File: config.mk
export PLATFORM = sky130hd
export DESIGN_NAME = filename_to_fcb_parser
export DESIGN_NICKNAME = d
export VERILOG_FILES = /design/src/rtl/core/ffp_pkg.sv /design/src/rtl/core/filename_to_fcb_parser.sv /design/src/rtl/core/ffp_char_step.sv
export SDC_FILE = /design/constraint.sdc
export NUM_CORES = 1
export LEC_CHECK = 0
export BUFFER_PORTS_ARGS = -buffer_cell sky130_fd_sc_hd__buf_2
export CAP_MARGIN = 20
export CORE_ASPECT_RATIO = 1.5
export CORE_UTILIZATION = 49
export DETAILED_ROUTE_END_ITERATION = 6
export GPL_ROUTABILITY_DRIVEN = 0
export PLACE_DENSITY_LB_ADDON = 0.1
export SYNTH_ARGS = -nofsm -noshare
export SYNTH_HDL_FRONTEND = slang
export SYNTH_SLANG_ARGS = --single-unit
File: constraint.sdc
create_clock -name aclk -period 10.55 [get_ports aclk]
set_clock_uncertainty 0.05 [all_clocks]
set_input_delay 1.5825 -clock aclk [delete_from_list [all_inputs] [get_ports aclk]]
set_output_delay 1.5825 -clock aclk [all_outputs]
set_load 0.05 [all_outputs]
File: src/rtl/core/ffp_pkg.sv
// ----------------------------------------------------------------------------
// ffp_pkg
// Types, character codes and helpers for the filename to FCB parser.
// ----------------------------------------------------------------------------
package ffp_pkg;

    // field lengths kept in the result
    localparam int NAME_LEN   = 8;
    localparam int TYPE_LEN   = 3;
    localparam int PASS_LEN   = 8;
    localparam int NAME_BYTES = 8;
    localparam int TYPE_BYTES = 3;
    localparam int PASS_BYTES = 8;

    localparam logic [15:0] CNT_MAX = 16'hFFFF;

    localparam logic [7:0] CH_NUL     = 8'h00;
    localparam logic [7:0] CH_TAB     = 8'h09;
    localparam logic [7:0] CH_CR      = 8'h0D;
    localparam logic [7:0] CH_SPACE   = 8'h20;
    localparam logic [7:0] CH_BANG    = 8'h21;
    localparam logic [7:0] CH_STAR    = 8'h2A;
    localparam logic [7:0] CH_COMMA   = 8'h2C;
    localparam logic [7:0] CH_DASH    = 8'h2D;
    localparam logic [7:0] CH_DOT     = 8'h2E;
    localparam logic [7:0] CH_SLASH   = 8'h2F;
    localparam logic [7:0] CH_DIGIT0  = 8'h30;
    localparam logic [7:0] CH_DIGIT9  = 8'h39;
    localparam logic [7:0] CH_COLON   = 8'h3A;
    localparam logic [7:0] CH_SEMI    = 8'h3B;
    localparam logic [7:0] CH_LT      = 8'h3C;
    localparam logic [7:0] CH_EQ      = 8'h3D;
    localparam logic [7:0] CH_GT      = 8'h3E;
    localparam logic [7:0] CH_QUEST   = 8'h3F;
    localparam logic [7:0] CH_UP_A    = 8'h41;
    localparam logic [7:0] CH_UP_P    = 8'h50;
    localparam logic [7:0] CH_UP_Z    = 8'h5A;
    localparam logic [7:0] CH_LBRK    = 8'h5B;
    localparam logic [7:0] CH_RBRK    = 8'h5D;
    localparam logic [7:0] CH_UNDER   = 8'h5F;
    localparam logic [7:0] CH_LO_A    = 8'h61;
    localparam logic [7:0] CH_LO_Z    = 8'h7A;
    localparam logic [7:0] CH_BAR     = 8'h7C;
    localparam logic [7:0] CASE_DIFF  = 8'h20;
    localparam logic [7:0] DRIVE_BASE = 8'h40;

    localparam logic [63:0] SPACES64 = {NAME_BYTES{CH_SPACE}};
    localparam logic [23:0] SPACES24 = {TYPE_BYTES{CH_SPACE}};

    typedef enum logic [3:0] {
        PH_DONE  = 4'd0,
        PH_SKIP  = 4'd1,
        PH_HOLD  = 4'd2,
        PH_NAME  = 4'd3,
        PH_NSKIP = 4'd4,
        PH_TYPE  = 4'd5,
        PH_TSKIP = 4'd6,
        PH_PCHK  = 4'd7,
        PH_PASS  = 4'd8,
        PH_PSKIP = 4'd9
    } ffp_phase_t;

    typedef enum logic [1:0] {
        ST_END     = 2'd0,
        ST_DELIM   = 2'd1,
        ST_INVALID = 2'd2
    } ffp_status_t;

    typedef struct packed {
        logic [7:0] ch;
        logic       first;
    } ffp_in_t;

    typedef struct packed {
        logic [4:0]  drive;
        logic [63:0] name_chars;
        logic [23:0] type_chars;
        logic [63:0] pass_chars;
        logic [3:0]  pass_len;
        logic [1:0]  status;
        logic [15:0] stop_offset;
    } ffp_out_t;

    // parse state carried through one character step
    typedef struct packed {
        ffp_phase_t  phase;
        logic [3:0]  fidx;
        logic [63:0] name_chars;
        logic [23:0] type_chars;
        logic [63:0] pass_chars;
    } ffp_fields_t;

    typedef struct packed {
        logic        done;
        ffp_status_t status;
        logic [3:0]  pass_len;
    } ffp_fin_t;

    function automatic logic is_term(input logic [7:0] c);
        logic r;
        case (c) inside
            CH_SPACE, CH_TAB, CH_CR, CH_NUL, CH_SEMI, CH_EQ, CH_GT, CH_LT,
            CH_COMMA, CH_LBRK, CH_RBRK, CH_SLASH, CH_BAR: r = 1'b1;
            default: r = 1'b0;
        endcase
        return r;
    endfunction

    function automatic logic is_fchar(input logic [7:0] c);
        logic r;
        case (c) inside
            CH_QUEST, CH_STAR, [CH_DIGIT0:CH_DIGIT9], [CH_UP_A:CH_UP_Z],
            [CH_LO_A:CH_LO_Z], CH_DASH, CH_UNDER, CH_BANG: r = 1'b1;
            default: r = 1'b0;
        endcase
        return r;
    endfunction

    // character that closes a name, type or password field
    function automatic logic is_field_end(input logic [7:0] c);
        return (c == CH_DOT) || (c == CH_COLON) || is_term(c);
    endfunction

    function automatic logic [7:0] upc(input logic [7:0] c);
        logic [7:0] r;
        case (c) inside
            [CH_LO_A:CH_LO_Z]: r = c - CASE_DIFF;
            default:           r = c;
        endcase
        return r;
    endfunction

    function automatic ffp_status_t end_status(input logic [7:0] c);
        return ((c == CH_NUL) || (c == CH_CR)) ? ST_END : ST_DELIM;
    endfunction

    function automatic logic [15:0] sat_inc(input logic [15:0] v);
        return (v == CNT_MAX) ? CNT_MAX : v + 16'd1;
    endfunction

endpackage

File: src/rtl/core/filename_to_fcb_parser.sv
// ----------------------------------------------------------------------------
// filename_to_fcb_parser
// Streams a filename one byte at a time and returns drive, name, type and
// password fields once the parse ends.
// ----------------------------------------------------------------------------
//   channel   | ports                      | carries
//   ----------+----------------------------+-------------------------------
//   input     | s_valid s_ready s_data     | ch, first flag
//   result    | m_valid m_ready m_data     | drive, name, type, password,
//             |                            | length, status, stop offset
//
// One byte is taken every cycle while s_ready is high; the parse state updates in the same cycle.
// A result appears on m_valid the cycle after the byte that ends the parse.
// s_ready drops only while a result sits unclaimed with m_ready low.
// After reset the parser ignores bytes until one arrives with first set.
// ----------------------------------------------------------------------------
module filename_to_fcb_parser import ffp_pkg::*; (
    input  logic     aclk,
    input  logic     aresetn,
    input  logic     s_valid,
    output logic     s_ready,
    input  ffp_in_t  s_data,
    output logic     m_valid,
    input  logic     m_ready,
    output ffp_out_t m_data
);

    ffp_phase_t  phase_reg;
    logic [3:0]  fidx_reg;
    logic [7:0]  held_reg,  held_next;
    logic [4:0]  drive_reg, drive_next;
    logic [63:0] name_reg;
    logic [23:0] type_reg;
    logic [63:0] pass_reg;
    logic [15:0] count_reg, count_next;
    logic        m_valid_reg;
    ffp_out_t    m_data_reg;

    ffp_fields_t base_fld, fld_next, a_in, a_out, b_out;
    ffp_fin_t    a_fin, b_fin, fin_sel;
    logic [7:0]  base_held, a_ch, drv_up;
    logic [4:0]  base_drive;
    logic [15:0] base_count, count_inc, count_inc2, off_sel;
    ffp_out_t    res;
    logic        accept;

    assign accept  = s_valid && s_ready;
    assign s_ready = !m_valid_reg || m_ready;
    assign m_valid = m_valid_reg;
    assign m_data  = m_data_reg;

    // a first flag restarts the parse from cleared fields
    always_comb begin
        if (s_data.first) begin
            base_fld   = '{phase: PH_SKIP, fidx: 4'd0, name_chars: SPACES64,
                           type_chars: SPACES24, pass_chars: 64'd0};
            base_held  = CH_NUL;
            base_drive = 5'd0;
            base_count = 16'd0;
        end else begin
            base_fld   = '{phase: phase_reg, fidx: fidx_reg, name_chars: name_reg,
                           type_chars: type_reg, pass_chars: pass_reg};
            base_held  = held_reg;
            base_drive = drive_reg;
            base_count = count_reg;
        end
    end

    assign count_inc  = sat_inc(base_count);
    assign count_inc2 = sat_inc(count_inc);
    assign drv_up     = upc(base_held);

    always_comb begin
        a_in = base_fld;
        if (base_fld.phase == PH_SKIP || base_fld.phase == PH_HOLD) begin
            a_in.phase = PH_NAME;
            a_in.fidx  = 4'd0;
        end
    end

    assign a_ch = (base_fld.phase == PH_HOLD) ? base_held : s_data.ch;

    // held character first, then the current byte if the held one did not end it
    ffp_char_step u_step_a (
        .st_in  (a_in),
        .ch     (a_ch),
        .st_out (a_out),
        .fin    (a_fin)
    );

    ffp_char_step u_step_b (
        .st_in  (a_out),
        .ch     (s_data.ch),
        .st_out (b_out),
        .fin    (b_fin)
    );

    always_comb begin
        fld_next   = base_fld;
        held_next  = base_held;
        drive_next = base_drive;
        count_next = base_count;
        fin_sel    = '{done: 1'b0, status: ST_END, pass_len: 4'd0};
        off_sel    = base_count;
        case (base_fld.phase)
            PH_DONE: begin
            end
            PH_SKIP: begin
                if (s_data.ch == CH_SPACE || s_data.ch == CH_TAB) begin
                    count_next = count_inc;
                end else if (s_data.ch == CH_NUL) begin
                    count_next = count_inc;
                    fld_next   = a_out;
                    fin_sel    = a_fin;
                end else begin
                    held_next      = s_data.ch;
                    fld_next.phase = PH_HOLD;
                end
            end
            PH_HOLD: begin
                count_next = count_inc2;
                if (s_data.ch == CH_COLON) begin
                    fld_next = a_in;
                    if (drv_up >= CH_UP_A && drv_up <= CH_UP_P) begin
                        drive_next = 5'(drv_up - DRIVE_BASE);
                    end else begin
                        fld_next.phase = PH_DONE;
                        fin_sel = '{done: 1'b1, status: ST_INVALID, pass_len: 4'd0};
                        off_sel = count_inc;
                    end
                end else if (a_fin.done) begin
                    fld_next = a_out;
                    fin_sel  = a_fin;
                end else begin
                    fld_next = b_out;
                    fin_sel  = b_fin;
                    off_sel  = count_inc;
                end
            end
            default: begin
                count_next = count_inc;
                fld_next   = a_out;
                fin_sel    = a_fin;
            end
        endcase
    end

    // fields are unchanged by a finishing step, so the next state carries them
    always_comb begin
        res.status      = fin_sel.status;
        res.stop_offset = off_sel;
        if (fin_sel.status == ST_INVALID) begin
            res.drive      = 5'd0;
            res.name_chars = 64'd0;
            res.type_chars = 24'd0;
            res.pass_chars = 64'd0;
            res.pass_len   = 4'd0;
        end else begin
            res.drive      = base_drive;
            res.name_chars = fld_next.name_chars;
            res.type_chars = fld_next.type_chars;
            res.pass_chars = fld_next.pass_chars;
            res.pass_len   = fin_sel.pass_len;
        end
    end

    always_ff @(posedge aclk) begin
        if (!aresetn) begin
            phase_reg <= PH_DONE;
        end else if (accept) begin
            phase_reg <= fld_next.phase;
        end
    end

    always_ff @(posedge aclk) begin
        if (accept) begin
            fidx_reg  <= fld_next.fidx;
            name_reg  <= fld_next.name_chars;
            type_reg  <= fld_next.type_chars;
            pass_reg  <= fld_next.pass_chars;
            held_reg  <= held_next;
            drive_reg <= drive_next;
            count_reg <= count_next;
        end
    end

    always_ff @(posedge aclk) begin
        if (!aresetn) begin
            m_valid_reg <= 1'b0;
        end else if (accept && fin_sel.done) begin
            m_valid_reg <= 1'b1;
        end else if (m_ready) begin
            m_valid_reg <= 1'b0;
        end
    end

    always_ff @(posedge aclk) begin
        if (accept && fin_sel.done) begin
            m_data_reg <= res;
        end
    end

    a_stall_blocks_input : assert property (@(posedge aclk) disable iff (!aresetn)
        m_valid && !m_ready |-> !s_ready)
        else $error("request taken while result stalled");

    a_reset_clears_result : assert property (@(posedge aclk)
        !aresetn |=> !m_valid)
        else $error("result valid after reset");

    a_done_after_result : assert property (@(posedge aclk) disable iff (!aresetn)
        accept && fin_sel.done |=> phase_reg == PH_DONE && m_valid)
        else $error("parse not closed after result");

    a_invalid_zero : assert property (@(posedge aclk) disable iff (!aresetn)
        m_valid && m_data.status == ST_INVALID |->
            m_data.drive == 5'd0 && m_data.pass_len == 4'd0)
        else $error("invalid result carries fields");

    a_pass_len_range : assert property (@(posedge aclk) disable iff (!aresetn)
        m_valid |-> m_data.pass_len <= 4'(PASS_LEN) && m_data.status != 2'd3)
        else $error("result length or status out of range");

endmodule

File: src/rtl/core/ffp_char_step.sv
// ----------------------------------------------------------------------------
// ffp_char_step
// Applies one character to the name/type/password parse state.
// ----------------------------------------------------------------------------
module ffp_char_step import ffp_pkg::*; (
    input  ffp_fields_t st_in,
    input  logic [7:0]  ch,
    output ffp_fields_t st_out,
    output ffp_fin_t    fin
);

    ffp_fields_t st;
    ffp_fin_t    fin_v;
    logic        stop;
    logic [7:0]  ch_up;

    assign ch_up = upc(ch);

    // Phases only fall through forward, so one ordered pass covers every chain.
    always_comb begin
        st    = st_in;
        fin_v = '{done: 1'b0, status: ST_END, pass_len: 4'd0};
        stop  = 1'b0;

        if (st.phase == PH_NAME) begin
            if (st.fidx >= 4'(NAME_LEN)) begin
                st.phase = PH_NSKIP;
            end else if (ch == CH_STAR) begin
                for (int k = 0; k < NAME_BYTES; k++) begin
                    if (k < NAME_LEN && 4'(k) >= st.fidx) begin
                        st.name_chars[(NAME_BYTES-1-k)*8 +: 8] = CH_QUEST;
                    end
                end
                st.phase = PH_NSKIP;
                stop     = 1'b1;
            end else if (is_field_end(ch)) begin
                st.phase = PH_NSKIP;
            end else if (!is_fchar(ch)) begin
                fin_v    = '{done: 1'b1, status: ST_INVALID, pass_len: 4'd0};
                st.phase = PH_DONE;
                stop     = 1'b1;
            end else begin
                for (int k = 0; k < NAME_BYTES; k++) begin
                    if (st.fidx == 4'(k)) begin
                        st.name_chars[(NAME_BYTES-1-k)*8 +: 8] = ch_up;
                    end
                end
                st.fidx = st.fidx + 4'd1;
                if (st.fidx >= 4'(NAME_LEN)) begin
                    st.phase = PH_NSKIP;
                end
                stop = 1'b1;
            end
        end

        if (!stop && st.phase == PH_NSKIP) begin
            if (!is_field_end(ch)) begin
                if (!is_fchar(ch)) begin
                    fin_v    = '{done: 1'b1, status: ST_INVALID, pass_len: 4'd0};
                    st.phase = PH_DONE;
                end
                stop = 1'b1;
            end else if (ch == CH_DOT) begin
                st.phase = PH_TYPE;
                st.fidx  = 4'd0;
                stop     = 1'b1;
            end else begin
                st.phase = PH_PCHK;
            end
        end

        if (!stop && st.phase == PH_TYPE) begin
            if (st.fidx >= 4'(TYPE_LEN)) begin
                st.phase = PH_TSKIP;
            end else if (ch == CH_STAR) begin
                for (int k = 0; k < TYPE_BYTES; k++) begin
                    if (k < TYPE_LEN && 4'(k) >= st.fidx) begin
                        st.type_chars[(TYPE_BYTES-1-k)*8 +: 8] = CH_QUEST;
                    end
                end
                st.phase = PH_TSKIP;
                stop     = 1'b1;
            end else if (is_field_end(ch)) begin
                st.phase = PH_TSKIP;
            end else if (!is_fchar(ch)) begin
                fin_v    = '{done: 1'b1, status: ST_INVALID, pass_len: 4'd0};
                st.phase = PH_DONE;
                stop     = 1'b1;
            end else begin
                for (int k = 0; k < TYPE_BYTES; k++) begin
                    if (st.fidx == 4'(k)) begin
                        st.type_chars[(TYPE_BYTES-1-k)*8 +: 8] = ch_up;
                    end
                end
                st.fidx = st.fidx + 4'd1;
                if (st.fidx >= 4'(TYPE_LEN)) begin
                    st.phase = PH_TSKIP;
                end
                stop = 1'b1;
            end
        end

        if (!stop && st.phase == PH_TSKIP) begin
            if (!is_field_end(ch)) begin
                if (!is_fchar(ch)) begin
                    fin_v    = '{done: 1'b1, status: ST_INVALID, pass_len: 4'd0};
                    st.phase = PH_DONE;
                end
                stop = 1'b1;
            end else begin
                st.phase = PH_PCHK;
            end
        end

        if (!stop && st.phase == PH_PCHK) begin
            if (ch == CH_SEMI) begin
                st.phase = PH_PASS;
                st.fidx  = 4'd0;
            end else begin
                fin_v    = '{done: 1'b1, status: end_status(ch), pass_len: 4'd0};
                st.phase = PH_DONE;
            end
            stop = 1'b1;
        end

        if (!stop && st.phase == PH_PASS) begin
            if (st.fidx >= 4'(PASS_LEN)) begin
                st.phase = PH_PSKIP;
            end else if (!is_field_end(ch)) begin
                for (int k = 0; k < PASS_BYTES; k++) begin
                    if (st.fidx == 4'(k)) begin
                        st.pass_chars[(PASS_BYTES-1-k)*8 +: 8] = ch_up;
                    end
                end
                st.fidx = st.fidx + 4'd1;
                stop    = 1'b1;
            end else begin
                fin_v    = '{done: 1'b1, status: end_status(ch), pass_len: st.fidx};
                st.phase = PH_DONE;
                stop     = 1'b1;
            end
        end

        if (!stop && st.phase == PH_PSKIP) begin
            if (is_field_end(ch)) begin
                fin_v    = '{done: 1'b1, status: end_status(ch), pass_len: st.fidx};
                st.phase = PH_DONE;
            end
        end

        st_out = st;
        fin    = fin_v;
    end

endmodule

==> out/metrics.yaml <==
max_stage_delay_ns: 0.77
min_from: "pass_reg[5]"
register_area_um2: 11000
crit_path_top_delay_cell: "a21oi_1"
ys_types: 116
setup_tns_ns: 0
grt_pass1_wl_mm: 138
grt_pass1_vias: 22400
vdd_drop_max_v: 0.000132
synth_flop_cell: "edfxtp_1"
hold_buffers: 0
fin_crit_sh_pct: 90.6
tightest_slew_ns: 1.35
syn_nets: 2694
fmax_ghz: 0.105
timing.hold.ws_ns: 0.532
violations: "DRC"
synth_edf_count: 364
netlist_top_cells_count: "edfxtp_1, a21oi_1, nand2_1, nor2_1, o21ai_0"
dr.pass1.iters: 7
dpl_worst_slack_ns: 0.789
avgRoutedWirePerCell_um: 26.8
drc: 17
n_fill_cell: 4446
min_path_type: "reg -> reg"
synthMostInstantiatedCell: "edfxtp_1"
min_period_ns: 9.56
startpoint: "s_data[1]"
wl_mm: 92.6
status: "finished, violations left"
synth_largest_area_cell: "edfxtp_1"
cts_tree: "done"
power_density_nw_per_um2: 161
cts_resized: 0
grt_usage_pct: 36.3
final_max_slew_viol_count: 0
hold_viol_final: 0
worst_ep_arrival_time_ns: 9.81
num_io_pins: 194
start_kind: "input port"
nNetsFinal: 2811
largest_reg_flops: 179
combPwrFrac_pct: 26.6
synth_cells: 2651
cts-root-buf: "clkbuf_16"
fp.coreArea_um2: 48800
worst-setup-path-type: "in -> reg"
drive_gt1_share_pct: 15.1
multi_input_area_um2: 12300
syn-cell-area_um2: 24200
async_flop_share_pct: 0
ant_nets: 0
io_buffers: 193
cts-buffers-inserted: 38
relSlewSlack_pct: 10.2
switching_share_pct: 34.8
syn_area_per_cell_um2: 9.15
ys_warn_count: 0
setup_slack_ns: 0.993
rrSetupSlack_ns: 1.55
clkPwrFrac_pct: 31.4
reg2reg_from: "phase_reg[0]"
synth.top_cell.area_share_pct: 45.1
clk_pin_slew_ns: 0.06
critPathRequiredTime_ns: 10.80
cts_max_path_buffers: 3
p_int_uw: 2840
clkLatencyLatePin_ns: 0.56
dr_total_vias: 23700
seqPwrFrac_pct: 42.0
instances_no_fill: 3454
drt-initial-drc-count: 3056
leakagePower_uw: 0.0102
synth.area.top_cells: "edfxtp_1, a21oi_1, o21ai_0, nand2_1, nor2_1"
end_kind: "flip-flop"
die_w_um: 184
synth_seq_cells: 369
crit_fanout: 21
start_util_pct: 49.7
maxCapViolations: 0
grt_max_degree: 82
post_cts_buffers: 0
setup_viol: 0
finalPower_uw: 4360
num_rows: 99
hpwl_mm: 61.9
area_growth_pct: 12.1
rsz0062_at_grt: "no"
die_area_um2: 50400
clock-sinks: 369
via_per_inst: 6.85
die_y_um: 274
gr-total-overflow: 0
power_switching_uw: 1520
dp_cells: 3382
cts.htree.levels: 2
seq_area_frac_synth_pct: 45.5
antenna_found_initial: 1
==> placed cells by master, fill, tap and decap left out, drive strengths merged, types with 34 or more instances in the layout <==
cell type and n:
edfxtp 364, a21oi 277, buf 273, nand2 264
nor2 249, o21ai 237, and2 125, nand3 105
inv 62, a22oi 47, nor3 44, clkbuf 44
a221o 42, a221oi 34
==> critical path, delay by kind of cell <==
kind	cells	cell delay [ns]
XOR/XNOR	1	0.23
multiplexers	1	0.31
adder cells (fa/ha/maj)	4	1.04
AO/OA/AOI/OAI	9	2.83
buffers and inverters	4	1.09
AND/OR/NAND/NOR	13	2.65
==> metal layers <==
| metal | vias to the layer above | part of all wire, % | routed length (um) | track usage (%) |
|---|---|---|---|---|
| li1 | 10300 | - | - | - |
| met1 | 11200 | 36 | 33100 | 44.2 |
| met2 | 1706 | 46 | 42100 | 57.7 |
| met3 | 465 | 10 | 9270 | 6.27 |
| met4 | 2 | 8.8 | 8110 | 27.1 |
| met5 | - | 0.013 | 12 | 0 |
==> power groups by stage <==
| stage | combinational (uW) | sequential [uW] | clock, uW |
|---|---|---|---|
| floorplan | 651 | 1970 | 0 |
| global placement | 1100 | 1860 | 0 |
| detailed placement | 1120 | 1860 | 0 |
| CTS | 1120 | 1830 | 1380 |
| global route | 1220 | 1840 | 1430 |
| finish | 1160 | 1830 | 1370 |
==> cell families after synthesis <==
kind of cell | share of synthesized area, %
AOI/OAI and AO/OA | 26.6
xor gates and xnor gates | 1.04
adders and majority gates | 1.63
buffers and inverters | 4.19
DFF | 45.5
muxes | 1.57
and+or+nand+nor | 19.5
==> layout make-up <==
| class | count | share of cell area (%) |
|---|---|---|
| clock inverter | 25 | 0.847 |
| antenna | 2 | 0.0184 |
| multi-input combinational | 2026 | 45.1 |
| clock buffer | 43 | 3.65 |
| timing repair buffer | 274 | 5.90 |
| sequential | 369 | 40.6 |
| inverter | 59 | 0.842 |
| tap | 656 | 3.02 |
==> metrics by stage <==
step / utilization, % / cell area, um^2
2_1_floorplan: - / 24200
3_3_place_gp: 53.1 / 25900
3_5_place_dp: 53.1 / 25900
4_1_cts: 55.7 / 27200
5_1_grt: 55.7 / 27200
6_report: 55.7 / 27200
==> final timing paths <==
kind,end,depth (start not counted)
worst max-delay path,pass_reg[50],32
worst max register to register,pass_reg[50],30
worst min-delay path,pass_reg[5],1
worst min register to register,pass_reg[5],1
(Power assumes the default switching activity.)
